$ cat src/rtl/core/doae_pkg.sv
package doae_pkg;

	localparam int ARC_IN_WIDTH = 64;
	localparam int BYTE_WIDTH   = 8;
	localparam int GROUP_BITS   = 7;
	localparam int FIRST_MUL    = 40;

	localparam logic [GROUP_BITS-1:0] GROUP_MASK = 7'h7F;
	localparam logic [BYTE_WIDTH-1:0] CONT_BIT   = 8'h80;

	typedef enum logic [1:0] {
		PHASE_NONE  = 2'd0,
		PHASE_FIRST = 2'd1,
		PHASE_BODY  = 2'd2
	} phase_t;

endpackage

$ cat src/rtl/core/doae_arc_if.sv
interface doae_arc_if import doae_pkg::*; ();
	logic                    valid;
	logic                    ready;
	logic [ARC_IN_WIDTH-1:0] arc_value;
	logic                    first_arc;

	modport source (output valid, output arc_value, output first_arc, input ready);
	modport sink   (input valid, input arc_value, input first_arc, output ready);
endinterface

$ cat src/rtl/core/doae_byte_if.sv
interface doae_byte_if import doae_pkg::*; ();
	logic                  valid;
	logic                  ready;
	logic [BYTE_WIDTH-1:0] out_byte;
	logic                  last_byte;
	logic                  error_flag;

	modport source (output valid, output out_byte, output last_byte, output error_flag,
		input ready);
	modport sink   (input valid, input out_byte, input last_byte, input error_flag,
		output ready);
endinterface

$ cat src/rtl/core/der_oid_arc_encoder_core.sv
// DER object identifier arc encoder: takes one numeric arc per transfer on arc_in and
// gives the base-128 content bytes on byte_out, most significant group first, bit 7 set
// on all but the last byte of an arc. The arc marked first_arc is held and gives no byte;
// the next arc is merged as first*40+second, and a merge that does not fit in ARC_WIDTH
// bits, an arc with no identifier open, or a new identifier after a single arc gives one
// error byte instead. One arc is in work at a time and arc_in is not ready meanwhile.
// A held first arc is only accepted; an error passes accept and error byte, and when the
// merge overflows it passes accept, two adder passes and error byte; a later arc passes
// accept, group search, then one byte per cycle while byte_out is ready; the second arc
// also runs the merge twice through the one shared adder (x*32 + x*8, then + second arc).
// An output stall holds the byte on byte_out until it is taken.
module der_oid_arc_encoder_core import doae_pkg::*; #(
	parameter int ARC_WIDTH = 64
) (
	input  logic        clk,
	input  logic        arst_n,
	doae_arc_if.sink    arc_in,
	doae_byte_if.source byte_out
);

	localparam int SUM_WIDTH = ARC_WIDTH + 6;
	localparam int NUM_GROUPS = (ARC_WIDTH + GROUP_BITS - 1) / GROUP_BITS;
	localparam int PAD_WIDTH = NUM_GROUPS * GROUP_BITS;
	localparam int IDX_WIDTH = $clog2(NUM_GROUPS);

	typedef enum logic [2:0] {
		S_IDLE,
		S_MUL,
		S_ADD,
		S_GRP,
		S_EMIT,
		S_ERR
	} state_t;

	state_t                 state_q;
	phase_t                 phase_q;
	logic [ARC_WIDTH-1:0]   held_q;
	logic [ARC_WIDTH-1:0]   arc_q;
	logic [SUM_WIDTH-1:0]   acc_q;
	logic [ARC_WIDTH-1:0]   val_q;
	logic [IDX_WIDTH-1:0]   idx_q;

	logic [ARC_WIDTH-1:0]   arc_in_w;
	logic [SUM_WIDTH-1:0]   add_a;
	logic [SUM_WIDTH-1:0]   add_b;
	logic [SUM_WIDTH-1:0]   sum;
	logic [PAD_WIDTH-1:0]   val_pad;
	logic [IDX_WIDTH-1:0]   top_grp;
	logic [GROUP_BITS-1:0]  grp;

	assign arc_in_w = arc_in.arc_value[ARC_WIDTH-1:0];

	// shared adder: x*40 as two shifted copies, then the second arc
	always_comb begin
		if (state_q == S_MUL) begin
			add_a = SUM_WIDTH'({held_q, 5'b0});
			add_b = SUM_WIDTH'({held_q, 3'b0});
		end else begin
			add_a = acc_q;
			add_b = SUM_WIDTH'(arc_q);
		end
	end
	assign sum = add_a + add_b;

	assign val_pad = PAD_WIDTH'(val_q);

	// highest non-zero group, zero gives a single byte
	always_comb begin
		top_grp = '0;
		for (int i = 1; i < NUM_GROUPS; i++) begin
			if (val_pad[i*GROUP_BITS +: GROUP_BITS] != '0)
				top_grp = IDX_WIDTH'(i);
		end
	end

	assign grp = val_pad[idx_q*GROUP_BITS +: GROUP_BITS] & GROUP_MASK;

	assign arc_in.ready        = (state_q == S_IDLE);
	assign byte_out.valid      = (state_q == S_EMIT) || (state_q == S_ERR);
	assign byte_out.error_flag = (state_q == S_ERR);
	assign byte_out.last_byte  = (state_q == S_ERR) || (idx_q == '0);
	always_comb begin
		if (state_q == S_EMIT) begin
			byte_out.out_byte = BYTE_WIDTH'(grp);
			if (idx_q != '0)
				byte_out.out_byte = byte_out.out_byte | CONT_BIT;
		end else begin
			byte_out.out_byte = '0;
		end
	end

	always_ff @(posedge clk or negedge arst_n) begin
		if (!arst_n) begin
			state_q <= S_IDLE;
			phase_q <= PHASE_NONE;
			held_q  <= '0;
			arc_q   <= '0;
			acc_q   <= '0;
			val_q   <= '0;
			idx_q   <= '0;
		end else begin
			case (state_q)
				S_IDLE: begin
					idx_q <= '0;
					if (arc_in.valid) begin
						arc_q <= arc_in_w;
						val_q <= arc_in_w;
						if (arc_in.first_arc) begin
							held_q  <= arc_in_w;
							phase_q <= PHASE_FIRST;
							if (phase_q == PHASE_FIRST)
								state_q <= S_ERR;
						end else begin
							case (phase_q)
								PHASE_FIRST: state_q <= S_MUL;
								PHASE_BODY:  state_q <= S_GRP;
								default:     state_q <= S_ERR;
							endcase
						end
					end
				end
				S_MUL: begin
					acc_q   <= sum;
					state_q <= S_ADD;
				end
				S_ADD: begin
					if (sum[SUM_WIDTH-1:ARC_WIDTH] != '0) begin
						phase_q <= PHASE_NONE;
						state_q <= S_ERR;
					end else begin
						val_q   <= sum[ARC_WIDTH-1:0];
						phase_q <= PHASE_BODY;
						state_q <= S_GRP;
					end
				end
				S_GRP: begin
					idx_q   <= top_grp;
					state_q <= S_EMIT;
				end
				S_EMIT: begin
					if (byte_out.ready) begin
						if (idx_q == '0)
							state_q <= S_IDLE;
						else
							idx_q <= idx_q - 1'b1;
					end
				end
				S_ERR: begin
					if (byte_out.ready)
						state_q <= S_IDLE;
				end
				default: state_q <= S_IDLE;
			endcase
		end
	end

endmodule

$ cat src/flat_wrapper.sv
// flat-port wrapper written by rule: the top's interface ports become plain ports
module der_oid_arc_encoder_core_flat import doae_pkg::*;
#(
	parameter int ARC_WIDTH = 64
)
  (clk, arst_n, arc_in_valid, arc_in_arc_value, arc_in_first_arc, arc_in_ready, byte_out_valid, byte_out_out_byte, byte_out_last_byte, byte_out_error_flag, byte_out_ready);
  doae_arc_if arc_in_i ();
  doae_byte_if byte_out_i ();
  input  logic clk;
  input  logic arst_n;
  input wire logic [$bits(arc_in_i.valid)-1:0] arc_in_valid;
  input wire logic [$bits(arc_in_i.arc_value)-1:0] arc_in_arc_value;
  input wire logic [$bits(arc_in_i.first_arc)-1:0] arc_in_first_arc;
  output wire logic [$bits(arc_in_i.ready)-1:0] arc_in_ready;
  output wire logic [$bits(byte_out_i.valid)-1:0] byte_out_valid;
  output wire logic [$bits(byte_out_i.out_byte)-1:0] byte_out_out_byte;
  output wire logic [$bits(byte_out_i.last_byte)-1:0] byte_out_last_byte;
  output wire logic [$bits(byte_out_i.error_flag)-1:0] byte_out_error_flag;
  input wire logic [$bits(byte_out_i.ready)-1:0] byte_out_ready;
  assign arc_in_i.valid = arc_in_valid;
  assign arc_in_i.arc_value = arc_in_arc_value;
  assign arc_in_i.first_arc = arc_in_first_arc;
  assign arc_in_ready = arc_in_i.ready;
  assign byte_out_valid = byte_out_i.valid;
  assign byte_out_out_byte = byte_out_i.out_byte;
  assign byte_out_last_byte = byte_out_i.last_byte;
  assign byte_out_error_flag = byte_out_i.error_flag;
  assign byte_out_i.ready = byte_out_ready;
  der_oid_arc_encoder_core #(.ARC_WIDTH(ARC_WIDTH)) u_core (.clk(clk), .arst_n(arst_n), .arc_in(arc_in_i), .byte_out(byte_out_i));
endmodule
$ cat config.mk
export PLATFORM = sky130hd
export DESIGN_NAME = der_oid_arc_encoder_core_flat
export DESIGN_NICKNAME = d
export VERILOG_FILES = /design/src/rtl/core/doae_pkg.sv /design/src/rtl/core/doae_arc_if.sv /design/src/rtl/core/doae_byte_if.sv /design/src/rtl/core/der_oid_arc_encoder_core.sv /design/src/flat_wrapper.sv
export SDC_FILE = /design/constraint.sdc
export NUM_CORES = 1
export LEC_CHECK = 0
export ABC_AREA = 1
export BUFFER_PORTS_ARGS = -buffer_cell sky130_fd_sc_hd__buf_4
export CELL_PAD_IN_SITES_DETAIL_PLACEMENT = 0
export CELL_PAD_IN_SITES_GLOBAL_PLACEMENT = 1
export CORE_ASPECT_RATIO = 0.75
export CORE_UTILIZATION = 41
export DETAILED_ROUTE_END_ITERATION = 8
export HOLD_SLACK_MARGIN = 0.15
export PLACE_DENSITY_LB_ADDON = 0.1
export SLEW_MARGIN = 20
export SYNTH_ARGS = -nofsm -noshare
export SYNTH_HDL_FRONTEND = slang
export SYNTH_SLANG_ARGS = --single-unit
$ cat constraint.sdc
create_clock -name clk -period 3.7 [get_ports clk]
set_clock_uncertainty 0.2 [all_clocks]
set_input_delay 0.74 -clock clk [delete_from_list [all_inputs] [get_ports clk]]
set_output_delay 0.74 -clock clk [all_outputs]
set_load 0.005 [all_outputs]
# Word-level counts from Yosys, hierarchy flattened

Cells that the tools add are included.

Input bits: 69
Bits in registers: 271
Output and inout port bits: 12

Shifts and indexed selects: 1
Reductions and logical operators: 22
Eq/ne operators: 15
Add/subtract/negate cells: 2
Muxes and demuxes: 32
Multipliers: 1

Operators by type and width:

| kind                                             | count |
|---|---|
| 2-to-1 mux 64 bit                                | 2 |
| one-hot mux 64 bit (2 select lines)              | 1 |
| adder 70 x 67 -> 70 bit                          | 1 |
| 2-to-1 mux 70 bit                                | 1 |
| variable part select 70 x 8 -> 7 bit             | 1 |
| 2-to-1 mux 67 bit                                | 1 |
| nonzero test 7 bit                               | 8 |
| 2-to-1 mux 4 bit                                 | 9 |
| 2-to-1 mux 3 bit                                 | 7 |
| one-hot mux 3 bit (6 select lines)               | 1 |
| 2-to-1 mux 8 bit                                 | 2 |
| inequality test 2 bit, second input constant     | 6 |
| one-hot mux 4 bit (3 select lines)               | 1 |
| AND reduction 3 bit                              | 4 |
| 2-to-1 mux 2 bit                                 | 4 |
| multiplier 4 x 3 -> 7 bit, second input constant | 1 |
| == test 3 x 2 -> 1 bit, second input constant    | 2 |
| == test 3 bit, second input constant             | 2 |
| one-hot mux 3 bit (2 select lines)               | 1 |
| nonzero test 6 bit                               | 1 |
| AND reduction 5 bit                              | 1 |
| zero test 4 bit                                  | 1 |
| one-hot mux 2 bit (2 select lines)               | 1 |
| nonzero test 4 bit                               | 1 |
| other kinds (12)                                 | 13 |

# Longest topological paths before layout

Depth after elaboration: 11
Gate-level depth with buffers: 31
Gate-level depth less buffers: 28

# Least setup slack after synthesis

No wires, ideal clock.

Path type: reg-to-reg
Start point: register u_core.state_q[1]
End point: register u_core.val_q[27]
Data required time: 3.383 ns
Cell stages (with the launch flop): 30
Arrival: 3.511 ns
Path slack: -0.127 ns
Cells stage by stage: dfrtp_1 > nor2_4 > nand2_4 > inv_1 > clkbuf_1 > clkbuf_1 > clkbuf_1 > nand2_1 > nand2_1 > ha_1 > nand2_2 > inv_1 > a21oi_1 > nand2_2 > nand2_1 > nand2_2 > nand2_1 > nand2_2 > nand2_2 > nand2_4 > nand2_1 > nand2_1 > nand2_1 > nand2_1 > nor2_2 > nand3_4 > buf_6 > buf_6 > nand3_1 > nand2_1

Cells in the longest elaborated chain, start to end: 6
Elaborated cells on any way between the ends: 13

RTL lines:

| what                                                          | RTL line                        | RTL |
|---|---|---|
| start: declaration                                            | der_oid_arc_encoder_core.sv:35  | `state_t state_q;` |
| start signal: assignment                                      | der_oid_arc_encoder_core.sv:94  | `state_q <= S_IDLE;` |
| start signal: assignment                                      | der_oid_arc_encoder_core.sv:112 | `state_q <= S_ERR;` |
| start signal: assignment                                      | der_oid_arc_encoder_core.sv:115 | `PHASE_FIRST: state_q <= S_MUL;` |
| == test 3 x 1 -> 1 bit                                        | der_oid_arc_encoder_core.sv:55  | `if (state_q == S_MUL) begin` |
| 2-to-1 mux 70 bit / 2-to-1 mux 67 bit (equally long branches) | der_oid_arc_encoder_core.sv:55  |  |
| adder 70 x 67 -> 70 bit                                       | der_oid_arc_encoder_core.sv:63  | `assign sum = add_a + add_b;` |
| nonzero test 6 bit                                            | der_oid_arc_encoder_core.sv:127 | `if (sum[SUM_WIDTH-1:ARC_WIDTH] != '0) begin` |
| inequality test 2 bit (no line)                               | -                               |  |
| AND reduction 3 bit (no line)                                 | -                               |  |
| end signal: assignment                                        | der_oid_arc_encoder_core.sv:107 | `val_q <= arc_in_w;` |
| end signal: assignment                                        | der_oid_arc_encoder_core.sv:131 | `val_q <= sum[ARC_WIDTH-1:0];` |
| end: declaration                                              | der_oid_arc_encoder_core.sv:40  | `logic [ARC_WIDTH-1:0] val_q;` |

Several ways; a longest one is shown, not always the timed one. The select of a mux whose other input is x is not followed.
A chain may end at the register's enable or synchronous reset.

# Worst setup path in the final report

Start point: register u_core.state_q[1]
End point: register u_core.val_q[46]

Same word-level chain as after synthesis.

==> flow_results.org <==
** Status
- The run finished, with violations left.
- The final reports fail on setup timing.

** Hold path
- HP Start :: byte_out_ready
- The min-delay analysis places its worst path in the category input pin to flop.
- The worst hold path passes through 2 cells.

** Die
- Initial core utilization :: 0.418
- Number of top-level pins :: 81
- Die W :: 249 µm
- The floorplan step set the die height to 187 µm.
- In this run the core area contains 67 standard-cell rows.
- Die ar. :: 0.0466 mm²
- After floorplanning, the core was sized to cover 0.0448 mm².

** Detailed routing
- Total Wirelength :: 67.7 mm
- In the final routed layout, each cell accounts on average for 18.4 µm.
- First drt pass iteration count :: 9
- Count of vias placed by the detailed router :: 18800
- Post-detailed-route via-to-cell ratio :: 5.12
- Violation count after the first detailed-route iteration :: 1453
- Residual antenna-violating net count after detailed routing :: 0
- DRC viols :: 0

** CTS
- CTS sink count :: 271
- The tree is rooted in a clkbuf_16.
- Counting the buffers created by CTS gives 31.
- In this run the number of H-tree levels came out at 1.
- Clock-pin slew on the worst setup and hold paths :: 0.06 ns
- Clock latency on the worst-skew pair :: 0.59 ns
- Maximum count of clock buffers along a single path :: 3
- Clock tree from TritonCTS :: done

** Layout
- Fill cells in the final layout number 4422.
- # nets final :: 3215
- Proportion of layout cells with a drive suffix above 1 :: 0.268
- Once layout is complete, the cells apart from fillers number 3681.
- 0 antenna diodes ended up in the layout.
- Area grow syn2layout :: 31.2%

** Logic synthesis
- EDFF count, synth :: 0
- Post-synth cell types :: 49
- A synthesized cell averages 6.91 µm².
- The share of the Yosys chip area taken by registers is 0.362.
- After synthesis the netlist holds a flip-flop and latch count of 271.
- Of the post-synthesis cell area, the dominant cell type holds 0.362.
- Top area cells in the synthesized netlist :: dfrtp_1 36%, nand2_1 16%, o21ai_0 9.0%, inv_1 7.6%, ha_1 4.7%
- Yosys printed 0 warnings.
- Number of nets in the synthesized netlist :: 2849
- The most used flip-flop cell after synthesis is dfrtp_1.
- Counting every instance in the synthesized netlist gives 2709.
- Synth area leader :: dfrtp_1
- Synth async-reset ratio :: 1.00
- Cell with the most instances after synthesis :: nand2_1
- In this run the cell area of the synthesized design comes to 0.0187 mm².
- Most frequent cells after synthesis :: 794 x nand2_1, 381 x inv_1, 336 x o21ai_0

** Timing
- Of the available clock period, the critical path in the final layout requires 1.10.
- The total count of max-transition violations in the final report came to 0.
- Slew at the pin with the worst max-slew slack :: 0.910 ns
- The number of hold violations in the final report came to 0.
- Rel. slew slack :: 0.393
- Min Clock Period, post-route :: 4.05 ns
- Setup violations remaining at the end of the flow were counted as 74.
- After layout, the worst setup slack is -0.352 ns.
- Setup repair after global routing could not meet its margin everywhere.
- Based on the critical path, the design can be clocked at up to 0.247 GHz.

** Critical path
- Crit path max-delay cell type :: dfrtp_1
- The worst setup path is of the flop to flop kind.
- Cell count of the worst reg-to-reg path :: 25
- Crit path capture type :: flop
- Data required time at the worst endpoint :: 4.03 ns
- Largest fanout on the critical path :: 30
- The most critical setup path has its startpoint at u_core.state_q[1].
- Origin of the critical flop-to-flop path :: u_core.state_q[1]
- Data arrives at the worst endpoint at 4.38 ns.
- The worst register-to-register path has a setup slack of -0.35 ns.
- STA classifies the critical path startpoint as a flop.
- The largest single stage delay on the critical path is 0.41 ns.
- Dominant cell type by count on the critical path :: nand2_1

** Place
- The congestion estimate from routability-driven global placement came to 0.937.
- Port buffering added 80 buffers.
- Detailed Place HPWL :: 51.4 mm
- Number of cells in the design after placement :: 3617

** Global routing
- The total overflow left after global routing is 0.
- Number of global-route vias before repair :: 18100
- The number of antenna violations at the first check in global routing came to 0.
- Largest net degree at the start of global routing :: 111
- For this run, the total global-route usage over all layers was measured as 0.281.
- The first global-routing pass estimated 103 mm of wire.

** Flow run
- The tool flagged a number of max-cap violations equal to 0.
[critical path: cells and delay by family (launching register included)]
kind | cells | cell delay, ns
AO/OA/AOI/OAI | 3 | 0.49
adder cells (fa/ha/maj) | 1 | 0.28
buffers and inverters | 4 | 0.59
flip-flops | 1 | 0.41
AND/OR/NAND/NOR | 17 | 1.98
[cells in the final DEF, fill, tap and decap left out, types with 8 or more instances in the layout]
cell and n:
o21bai_1 18, or2_2 113, xnor2_1 33, clkbuf_16 36, a21boi_0 43, inv_1 376, o21ai_1 22, xor2_1 12
dfrtp_1 270, ha_4 30, nand3_2 46, ha_1 33, o211ai_1 8, nor4_1 11, buf_4 409, nand2_1 767
nand2_2 37, nor2_1 129, buf_12 13, a21oi_1 82, o21ai_0 315, nor2_2 31, a21oi_2 40, nand3_1 82
[cells by family after synthesis]
family / count (synthesis) / share of synthesized area
DFF: 271 / 0.362
and+or+nand+nor: 1259 / 0.298
xor gates and xnor gates: 50 / 0.0234
AOI/OAI and AO/OA: 569 / 0.166
adders and majority gates: 71 / 0.0478
buffers and inverters: 488 / 0.102
muxes: 1 / 0.000534
[worst paths after layout]
kind / endpoint
setup reg to reg: u_core.val_q[46]
setup / recovery: u_core.val_q[46]
hold reg to reg: u_core.acc_q[46]
max in group asynchronous: u_core.acc_q[32]
hold / removal: u_core.state_q[0]
min in group asynchronous: u_core.held_q[3]
[area by class of cell]
type / instances / area [µm²] / area share
multi-input combinational: 1950 / 10900 / 0.443
sequential: 271 / 6780 / 0.276
timing repair buffer: 435 / 3600 / 0.146
inverter: 386 / 1470 / 0.0598
clock buffer: 43 / 891 / 0.0362
tap: 586 / 733 / 0.0298
clock inverter: 10 / 210 / 0.00855
[layer usage]
metal / GRT usage / part of all wire / vias to the layer above
met5: 0 / 0 / -
met4: 0.0480 / 0.018 / 0
met1: 0.463 / 0.53 / 8952
li1: - / - / 9328
met2: 0.386 / 0.39 / 506
met3: 0.0352 / 0.062 / 60
[timing repair]
action	CTS	global route
setup endpoints to repair	94	102
buffers inserted	4	0
gates resized for setup	119	86
pin swaps	3	10
endpoints found under the hold margin	68	0
hold buffers	1	0
gates cloned	1	5
[registers in the layout, summed over array words and instances (netlist names)]
signal          flops
u_core.held_q      64
u_core.val_q       64
u_core.acc_q       70
u_core.idx_q        4
u_core.arc_q       64
u_core.phase_q      2
u_core.state_q      3
[metrics by stage]
| step | hold WS (ns) | setup slack, ns | util | instance area (µm²) | setup TNS (ns) |
|---|---|---|---|---|---|
| floorplan | 0.241 | 0.0457 | - | 18700 | 0 |
| finish | 0.179 | -0.352 | 0.548 | 24600 | -21.83 |
| global placement | 0.258 | -0.506 | 0.499 | 22400 | -28.09 |
| global route | 0.187 | -0.572 | 0.548 | 24600 | -39.24 |
| CTS | 0.159 | -0.241 | 0.537 | 24100 | -11.82 |
| detailed placement | 0.261 | -0.475 | 0.499 | 22400 | -31.52 |
Power is left out: the tool's default activity adds up to more than one toggle a clock period on the data nets, which glitch-free logic cannot reach.
